`config.mk`:
```
export PLATFORM = sky130hd
export DESIGN_NAME = utf8_stream_decoder_core
export DESIGN_NICKNAME = d
export VERILOG_FILES = /design/src/u8d_pkg.sv /design/src/utf8_stream_decoder_core.sv /design/src/u8d_front.sv /design/src/u8d_queue.sv /design/src/u8d_back.sv
export SDC_FILE = /design/constraint.sdc
export NUM_CORES = 1
export LEC_CHECK = 0
export BUFFER_PORTS_ARGS = -buffer_cell sky130_fd_sc_hd__buf_2
export CAP_MARGIN = 5
export CORE_MARGIN = 8
export CORE_UTILIZATION = 27
export CTS_BUF_LIST = sky130_fd_sc_hd__clkbuf_8 sky130_fd_sc_hd__clkbuf_16
export DETAILED_ROUTE_END_ITERATION = 8
export GPL_TIMING_DRIVEN = 0
export MAX_ROUTING_LAYER = met4
export PLACE_DENSITY = 0.46
export SYNTH_ARGS = -nofsm -noshare
export SYNTH_HDL_FRONTEND = slang
export SYNTH_SLANG_ARGS = --single-unit
```
`constraint.sdc`:
```
create_clock -name i_clk -period 4.8 [get_ports i_clk]
set_input_delay 0.72 -clock i_clk [delete_from_list [all_inputs] [get_ports i_clk]]
set_output_delay 0.72 -clock i_clk [all_outputs]
set_load 0.03 [all_outputs]
```
`src/u8d_pkg.sv`:
```
// Shared types and constants for the UTF-8 stream decoder.
package u8d_pkg;

    localparam int unsigned CP_W     = 21;
    localparam int unsigned QDEPTH   = 4;
    localparam int unsigned QPTR_W   = $clog2(QDEPTH);
    localparam int unsigned QCNT_W   = $clog2(QDEPTH + 1);

    typedef enum logic [2:0] {
        ST_CP     = 3'd0,
        ST_END    = 3'd1,
        ST_BAD    = 3'd2,
        ST_NULSEQ = 3'd3,
        ST_SURR   = 3'd4,
        ST_LARGE  = 3'd5,
        ST_NONCH  = 3'd6
    } t_status;

    typedef struct packed {
        logic [CP_W-1:0] code_point;
        t_status         status;
    } t_result;

endpackage

```
`src/utf8_stream_decoder_core.sv`:
```
// Top level of the UTF-8 stream decoder.
//
// Input channel (i_valid/o_ready): one UTF-8 byte per item, with i_last_byte
// marking the final byte of input and i_final_slot saying the consumer has
// room for exactly one more code point.
// Output channel (o_valid/i_ready): zero or one result per byte: a 21-bit
// code point and a 3-bit status (0 code point, 1 end of string, 2 invalid
// or incomplete, 3 NUL inside a sequence, 4 surrogate, 5 above U+10FFFF,
// 6 noncharacter). Error results carry a code point of zero.
// Path: an accepted byte's result enters the queue as the byte is taken, then
// moves into the output register. Throughput: one byte per cycle while the
// queue is not full; each byte is decoded against the pending sequence in a
// combinational front-end step; a 4-entry queue feeds the output register.
// Stalls: when i_ready is low, results collect in the queue; o_ready drops
// only once the queue is full, so short receiver stalls cost no input cycles.
// Reset: synchronous, active low; clears the pending sequence, empties the
// queue and the output register. The block is ready the cycle after reset.
module utf8_stream_decoder_core (
    input  logic        i_clk,
    input  logic        i_rst_n,
    input  logic        i_valid,
    output logic        o_ready,
    input  logic [7:0]  i_in_byte,
    input  logic        i_last_byte,
    input  logic        i_final_slot,
    output logic        o_valid,
    input  logic        i_ready,
    output logic [u8d_pkg::CP_W-1:0] o_code_point,
    output logic [2:0]  o_status
);
    import u8d_pkg::*;

    logic    push, pop, q_full, q_empty;
    t_result push_data, q_head;

    u8d_front u_front (
        .i_clk        (i_clk),
        .i_rst_n      (i_rst_n),
        .i_valid      (i_valid),
        .o_ready      (o_ready),
        .i_in_byte    (i_in_byte),
        .i_last_byte  (i_last_byte),
        .i_final_slot (i_final_slot),
        .i_q_full     (q_full),
        .o_push       (push),
        .o_push_data  (push_data)
    );

    u8d_queue u_queue (
        .i_clk       (i_clk),
        .i_rst_n     (i_rst_n),
        .i_push      (push),
        .i_push_data (push_data),
        .i_pop       (pop),
        .o_head      (q_head),
        .o_empty     (q_empty),
        .o_full      (q_full)
    );

    u8d_back u_back (
        .i_clk        (i_clk),
        .i_rst_n      (i_rst_n),
        .i_q_empty    (q_empty),
        .i_q_head     (q_head),
        .o_pop        (pop),
        .o_valid      (o_valid),
        .i_ready      (i_ready),
        .o_code_point (o_code_point),
        .o_status     (o_status)
    );

endmodule

```
`src/u8d_front.sv`:
```
// Front end: accepts bytes, tracks the pending sequence, classifies results.
module u8d_front (
    input  logic              i_clk,
    input  logic              i_rst_n,
    input  logic              i_valid,
    output logic              o_ready,
    input  logic [7:0]        i_in_byte,
    input  logic              i_last_byte,
    input  logic              i_final_slot,
    input  logic              i_q_full,
    output logic              o_push,
    output u8d_pkg::t_result  o_push_data
);
    import u8d_pkg::*;

    logic [7:0]  r_lead, r_second, r_third;
    logic [1:0]  r_count;
    logic [7:0]  n_lead, n_second, n_third;
    logic [1:0]  n_count;

    logic        accept;
    logic        emit;
    t_result     res;
    logic        nc_ok;
    logic [10:0] cp2;
    logic [15:0] cp3;
    logic [20:0] cp4;

    // no input is taken while reset is held
    assign o_ready = i_rst_n & ~i_q_full;
    assign accept  = i_valid & o_ready;
    assign nc_ok   = i_last_byte & i_final_slot;

    assign cp2 = {r_lead[4:0], i_in_byte[5:0]};
    assign cp3 = {r_lead[3:0], r_second[5:0], i_in_byte[5:0]};
    assign cp4 = {r_lead[2:0], r_second[5:0], r_third[5:0], i_in_byte[5:0]};

    always_comb begin
        n_lead   = r_lead;
        n_second = r_second;
        n_third  = r_third;
        n_count  = r_count;
        emit     = 1'b0;
        res.code_point = '0;
        res.status     = ST_BAD;

        if (!i_in_byte[7]) begin
            emit = 1'b1;
            if (r_count != 2'd0) begin
                res.status = (i_in_byte == 8'h00) ? ST_NULSEQ : ST_BAD;
            end else if (i_in_byte == 8'h00) begin
                res.status = ST_END;
            end else begin
                res.status     = ST_CP;
                res.code_point = {13'd0, i_in_byte};
            end
        end else if (r_count == 2'd0) begin
            n_lead  = i_in_byte;
            n_count = 2'd1;
            emit    = i_last_byte;
        end else if (i_in_byte[7:6] != 2'b10) begin
            emit = 1'b1;
        end else if (r_count == 2'd1) begin
            if (r_lead[7:5] == 3'b110) begin
                emit = 1'b1;
                if (cp2 >= 11'h080) begin
                    res.status     = ST_CP;
                    res.code_point = {10'd0, cp2};
                end
            end else begin
                n_second = i_in_byte;
                n_count  = 2'd2;
                emit     = i_last_byte;
            end
        end else if (r_count == 2'd2) begin
            if (r_lead[7:4] == 4'b1110) begin
                emit = 1'b1;
                if (cp3 < 16'h0800) begin
                    res.status = ST_BAD;
                end else if (cp3[15:11] == 5'b11011) begin
                    res.status = ST_SURR;
                end else if (cp3 >= 16'hFFFE && !nc_ok) begin
                    res.status = ST_NONCH;
                end else begin
                    res.status     = ST_CP;
                    res.code_point = {5'd0, cp3};
                end
            end else begin
                n_third = i_in_byte;
                n_count = 2'd3;
                emit    = i_last_byte;
            end
        end else begin
            emit = 1'b1;
            if (r_lead[7:3] != 5'b11110) begin
                res.status = ST_BAD;
            end else if (cp4[20:16] == 5'd0) begin
                res.status = ST_BAD;
            end else if (cp4[20] && (cp4[19:16] != 4'd0)) begin
                res.status = ST_LARGE;
            end else if (cp4[15:0] >= 16'hFFFE && !nc_ok) begin
                res.status = ST_NONCH;
            end else begin
                res.status     = ST_CP;
                res.code_point = cp4;
            end
        end

        // any result ends the pending sequence
        if (emit) begin
            n_count = 2'd0;
        end
    end

    always_ff @(posedge i_clk) begin
        if (!i_rst_n) begin
            r_count <= 2'd0;
        end else if (accept) begin
            r_count <= n_count;
        end
    end

    always_ff @(posedge i_clk) begin
        if (accept) begin
            r_lead   <= n_lead;
            r_second <= n_second;
            r_third  <= n_third;
        end
    end

    assign o_push      = accept & emit;
    assign o_push_data = res;

endmodule

```
`src/u8d_queue.sv`:
```
// Short result queue between the front end and the output stage.
module u8d_queue (
    input  logic              i_clk,
    input  logic              i_rst_n,
    input  logic              i_push,
    input  u8d_pkg::t_result  i_push_data,
    input  logic              i_pop,
    output u8d_pkg::t_result  o_head,
    output logic              o_empty,
    output logic              o_full
);
    import u8d_pkg::*;

    t_result            r_mem [QDEPTH];
    logic [QPTR_W-1:0]  r_wr_ptr, r_rd_ptr;
    logic [QCNT_W-1:0]  r_count;
    logic               do_push, do_pop;

    assign o_empty = (r_count == QCNT_W'(0));
    assign o_full  = (r_count == QCNT_W'(QDEPTH));
    assign do_push = i_push & ~o_full;
    assign do_pop  = i_pop & ~o_empty;
    assign o_head  = r_mem[r_rd_ptr];

    always_ff @(posedge i_clk) begin
        if (!i_rst_n) begin
            r_wr_ptr <= '0;
            r_rd_ptr <= '0;
            r_count  <= '0;
        end else begin
            if (do_push) begin
                r_wr_ptr <= r_wr_ptr + QPTR_W'(1);
            end
            if (do_pop) begin
                r_rd_ptr <= r_rd_ptr + QPTR_W'(1);
            end
            if (do_push && !do_pop) begin
                r_count <= r_count + QCNT_W'(1);
            end else if (do_pop && !do_push) begin
                r_count <= r_count - QCNT_W'(1);
            end
        end
    end

    always_ff @(posedge i_clk) begin
        if (do_push) begin
            r_mem[r_wr_ptr] <= i_push_data;
        end
    end

endmodule

```
`src/u8d_back.sv`:
```
// Output stage: moves queued results into the output register.
module u8d_back (
    input  logic              i_clk,
    input  logic              i_rst_n,
    input  logic              i_q_empty,
    input  u8d_pkg::t_result  i_q_head,
    output logic              o_pop,
    output logic              o_valid,
    input  logic              i_ready,
    output logic [u8d_pkg::CP_W-1:0] o_code_point,
    output logic [2:0]        o_status
);
    import u8d_pkg::*;

    logic    r_valid;
    t_result r_out;

    // load when the register is empty or is being drained this cycle
    assign o_pop = ~i_q_empty & (~r_valid | i_ready);

    always_ff @(posedge i_clk) begin
        if (!i_rst_n) begin
            r_valid <= 1'b0;
        end else if (o_pop) begin
            r_valid <= 1'b1;
        end else if (i_ready) begin
            r_valid <= 1'b0;
        end
    end

    always_ff @(posedge i_clk) begin
        if (o_pop) begin
            r_out <= i_q_head;
        end
    end

    assign o_valid      = r_valid;
    assign o_code_point = r_out.code_point;
    assign o_status     = r_out.status;

endmodule
```
==> reports/qor.csv <==
stage,metric,value,unit
placed_design,Port-buffer cells,39,
finish,layout cells sized above 1,0.257,
routing,number of DRC markers in iteration 0,191,
logic_synthesis,Mapped Cells,355,
sta,Final Cycle Share,0.715,
finish,final core occ,0.326,
sta,Final Max Slew Viols,0,
floorplanning,Die W,166,um
logic_synthesis,syn_area_per_cell,17.2,sq um
routing,First-pass DRT Iterations,4,
floorplanning,Ports,40,
logic_synthesis,synthesized cell area,0.00611,sq mm
sta,Max Clock Freq,0.291,GHz
routing,routed vias/inst,4.69,
sta,final hold violations,0,
clock_network,PostCTS Resize Cnt,0,
setup_path,Crit-path slowest cell,a211oi_2,
clock_network,CTS Buf Count,17,
clock_network,"Clk Latency, worst-skew pair",0.42,ns
setup_path,"Largest delay share family, worst path",adder cells,
sta,actual slew at the worst max-slew pin,1.06,ns
floorplanning,DIE HEIGHT,166,um
finish,"Design Area, Final",0.00732,sq mm
clock_network,"Setup Fix Bufs, Post-CTS",0,
pwr,Static Leakage,2.48,nW
logic_synthesis,Yosys warnings,0,
setup_path,critical path launch point type,register,
run,max-cap violation count,0,
setup_path,Crit path largest cell delay,0.52,ns
setup_path,CP endpoint,u_queue.r_count[2],
setup_path,Crit path buffers/inverters,2,
logic_synthesis,async set-reset flop share out of synthesis,0,
clock_network,clk buf depth,2,
grt,initial antenna violation count,0,
pwr,Cell Pwr Density,540,mW/mm^2
clock_network,CTS H-Tree Depth,4,
setup_path,Worst path depth,11,
grt,Total GRT Usage,0.101,
logic_synthesis,Netlist cell types,54,
logic_synthesis,post-synthesis register bit count,149,
grt,total gr overflow,0,
placed_design,detailed placement HPWL,8900,um
sta,Post-Route Skew,0.0124,ns
logic_synthesis,most common flop cell mapped by yosys,edfxtp_1,
floorplanning,Placeable Area,0.0224,sq mm
setup_path,Setup crit start,u_front.r_count[0],
floorplanning,Core Rows,55,
floorplanning,initial core utilization,0.272,
finish,most frequent cells in the layout,"edfxtp_1 (139), buf_2 (44), mux4_2 (24), nor2_1 (20), clkbuf_16 (17)",
setup_path,worst reg2reg path depth,11,
finish,area grow syn2layout,19.9,%
setup_path,Critical R2R Capture,u_queue.r_count[2],
logic_synthesis,Synth Net Count,379,
setup_path,CP cell instances,inv_1 -> ha_1 -> nor2_1 -> nor3_1 -> a211oi_2 -> ha_1 -> inv_1 -> fa_1 -> xor2_1 -> or3_1 -> a21boi_0,
pwr,total power,3.95,mW
routing,routed via count,3343,
grt,vias in the first global route,3505,
pwr,worst vdd ir,0.000190,V
sta,final setup violation count,0,
floorplanning,die area,0.0277,sq mm
clock_network,clock-pin slew on the worst setup and hold paths,0.06,ns
grt,first-pass GRT wire length,20600,um
setup_path,CP max FO,8,
worst_hold_path,Hold Crit Class,register to register,
sta,Relative slew margins,0.284,
clock_network,CTS Sinks,149,
setup_path,CP Capture Type,register,
clock_network,clock root buffer,clkbuf_16,
routing,Routed Antenna Nets,0,
grt,pin count of the biggest net entering global routing,25,
setup_path,Worst Path Arrival,3.77,ns
logic_synthesis,"Seq/Total Area, Yosys",0.716,
sta,Tmin final,3.43,ns
finish,"commonest non-fill, non-tap cell in the layout",edfxtp_1,
placed_design,DP Area,0.00671,sq mm
finish,ANT cells,0,
setup_path,r2r setup slk,1.37,ns
routing,per-cell routed wire length,18.6,um
logic_synthesis,Post-synth EDFFs,139,
status,outcome,"finished, final reports clean",
clock_network,CTS Hold Bufs,0,
worst_hold_path,min-delay src,u_queue.r_count[2],
clock_network,TritonCTS clock tree,built,
setup_path,Crit Path Class,register to register,
placed_design,GPL Wtd Cong,0.881,
setup_path,worst path required time,5.14,ns
setup_path,reg-to-reg startpoint,u_front.r_count[0],
sta,RSZ-0062 raised after global routing,false,
routing,Residual DRC,0,
routing,final WL,13200,um
finish,Nets,439,
[Yosys cell counts (all sizes together) (2+ instances only)]
library cell	instances	area share
edfxtp	139	0.68
mux4	24	0.088
nor2	20	0.012
nand2	15	0.0092
and2	13	0.013
inv	13	0.0080
dfxtp	10	0.033
nor3b	10	0.012
ha	9	0.018
a21oi	7	0.0057
nand3	7	0.0057
o21ai	7	0.0057
buf	5	0.0041
and3	4	0.0049
clkbuf	4	0.0025
nand2b	4	0.0041
nand4	4	0.0041
nor3	4	0.0033
nor4	4	0.0066
xor2	4	0.0057
a211oi	3	0.0045
a31oi	3	0.0031
a32oi	3	0.0043
nor2b	3	0.0031
a2111oi	2	0.0029
a21boi	2	0.0025
a221o	2	0.0033
a311oi	2	0.0029
mux2i	2	0.0033
nand3b	2	0.0025
o211ai	2	0.0025
or4	2	0.0025
xnor2	2	0.0029
[worst min-delay path by stage]
stage / to / slack [ns] / cells past startpoint
after CTS: u_front.r_second[0] / 0.53 / 1
after detailed placement: u_queue.r_count[2] / 0.53 / 2
after floorplan: u_queue.r_count[2] / 0.48 / 2
after global routing: u_front.r_third[0] / 0.53 / 1
after global placement: u_queue.r_count[2] / 0.50 / 2
final: u_queue.r_count[2] / 0.54 / 2
[routing by layer]
metal | vias to the layer above | global-route usage | part of all wire | wire length [um]
met5 | - | - | 0 | 0
met4 | 0 | 0.0356 | 0.014 | 191
met3 | 14 | 0.0307 | 0.047 | 616
met2 | 97 | 0.161 | 0.49 | 6460
met1 | 1683 | 0.121 | 0.45 | 5960
li1 | 1549 | - | - | -
[stage by stage]
step / setup slack (ns) / cells / setup TNS (ns) / hold slack [ns]
floorplan: 0.725 / 355 / 0 / 0.478
global placement: -1.26 / 679 / -13.95 / 0.503
detailed placement: 1.35 / 680 / 0 / 0.529
CTS: 1.33 / 712 / 0 / 0.526
global route: 1.12 / 713 / 0 / 0.534
finish: 1.37 / 713 / 0 / 0.537
[state kept, by name (all words and copies together), names as in the netlist]
name,cells
u_queue.r_rd_ptr,2
u_front.r_lead,7
u_front.r_third,6
u_queue.r_count,3
u_front.r_count,2
u_back.o_valid,1
u_back.o_code_point,21
u_queue.r_wr_ptr,2
u_front.r_second,6
u_queue.r_mem,96
u_back.o_status,3
[power breakdown]
part | switching, mW | internal (mW) | leakage, nW
logic | 0.585 | 0.319 | 0.734
clock network | 0.500 | 0.863 | 0.305
registers | 0.0495 | 1.64 | 1.44
total | 1.13 | 2.82 | 2.48
[worst register-to-register path: stages, from the launching register on]
cell,delay [ns]
dfxtp_1,0.35
inv_1,0.09
ha_1,0.33
nor2_1,0.50
nor3_1,0.18
a211oi_2,0.52
ha_1,0.29
inv_1,0.06
fa_1,0.38
xor2_1,0.18
or3_1,0.31
a21boi_0,0.18
[logic make-up after synthesis]
| group | synth area share |
|---|---|
| compound gates | 0.0522 |
| xor+xnor | 0.00860 |
| fa+ha+maj | 0.0233 |
| buf+inv | 0.0145 |
| flops | 0.716 |
| mux | 0.0936 |
| simple gates | 0.0917 |
[layout make-up]
cell class                      count  area, sq um
Fill cell                        2161        15100
Sequential cell                   149         4370
Multi-Input combinational cell    184         1660
Clock buffer                       17          425
Tap cell                          285          357
Timing Repair Buffer               41          228
Clock inverter                     15          188
Inverter                           13         48.8
Buffer                              9         40.0
(Power assumes the default switching activity.)
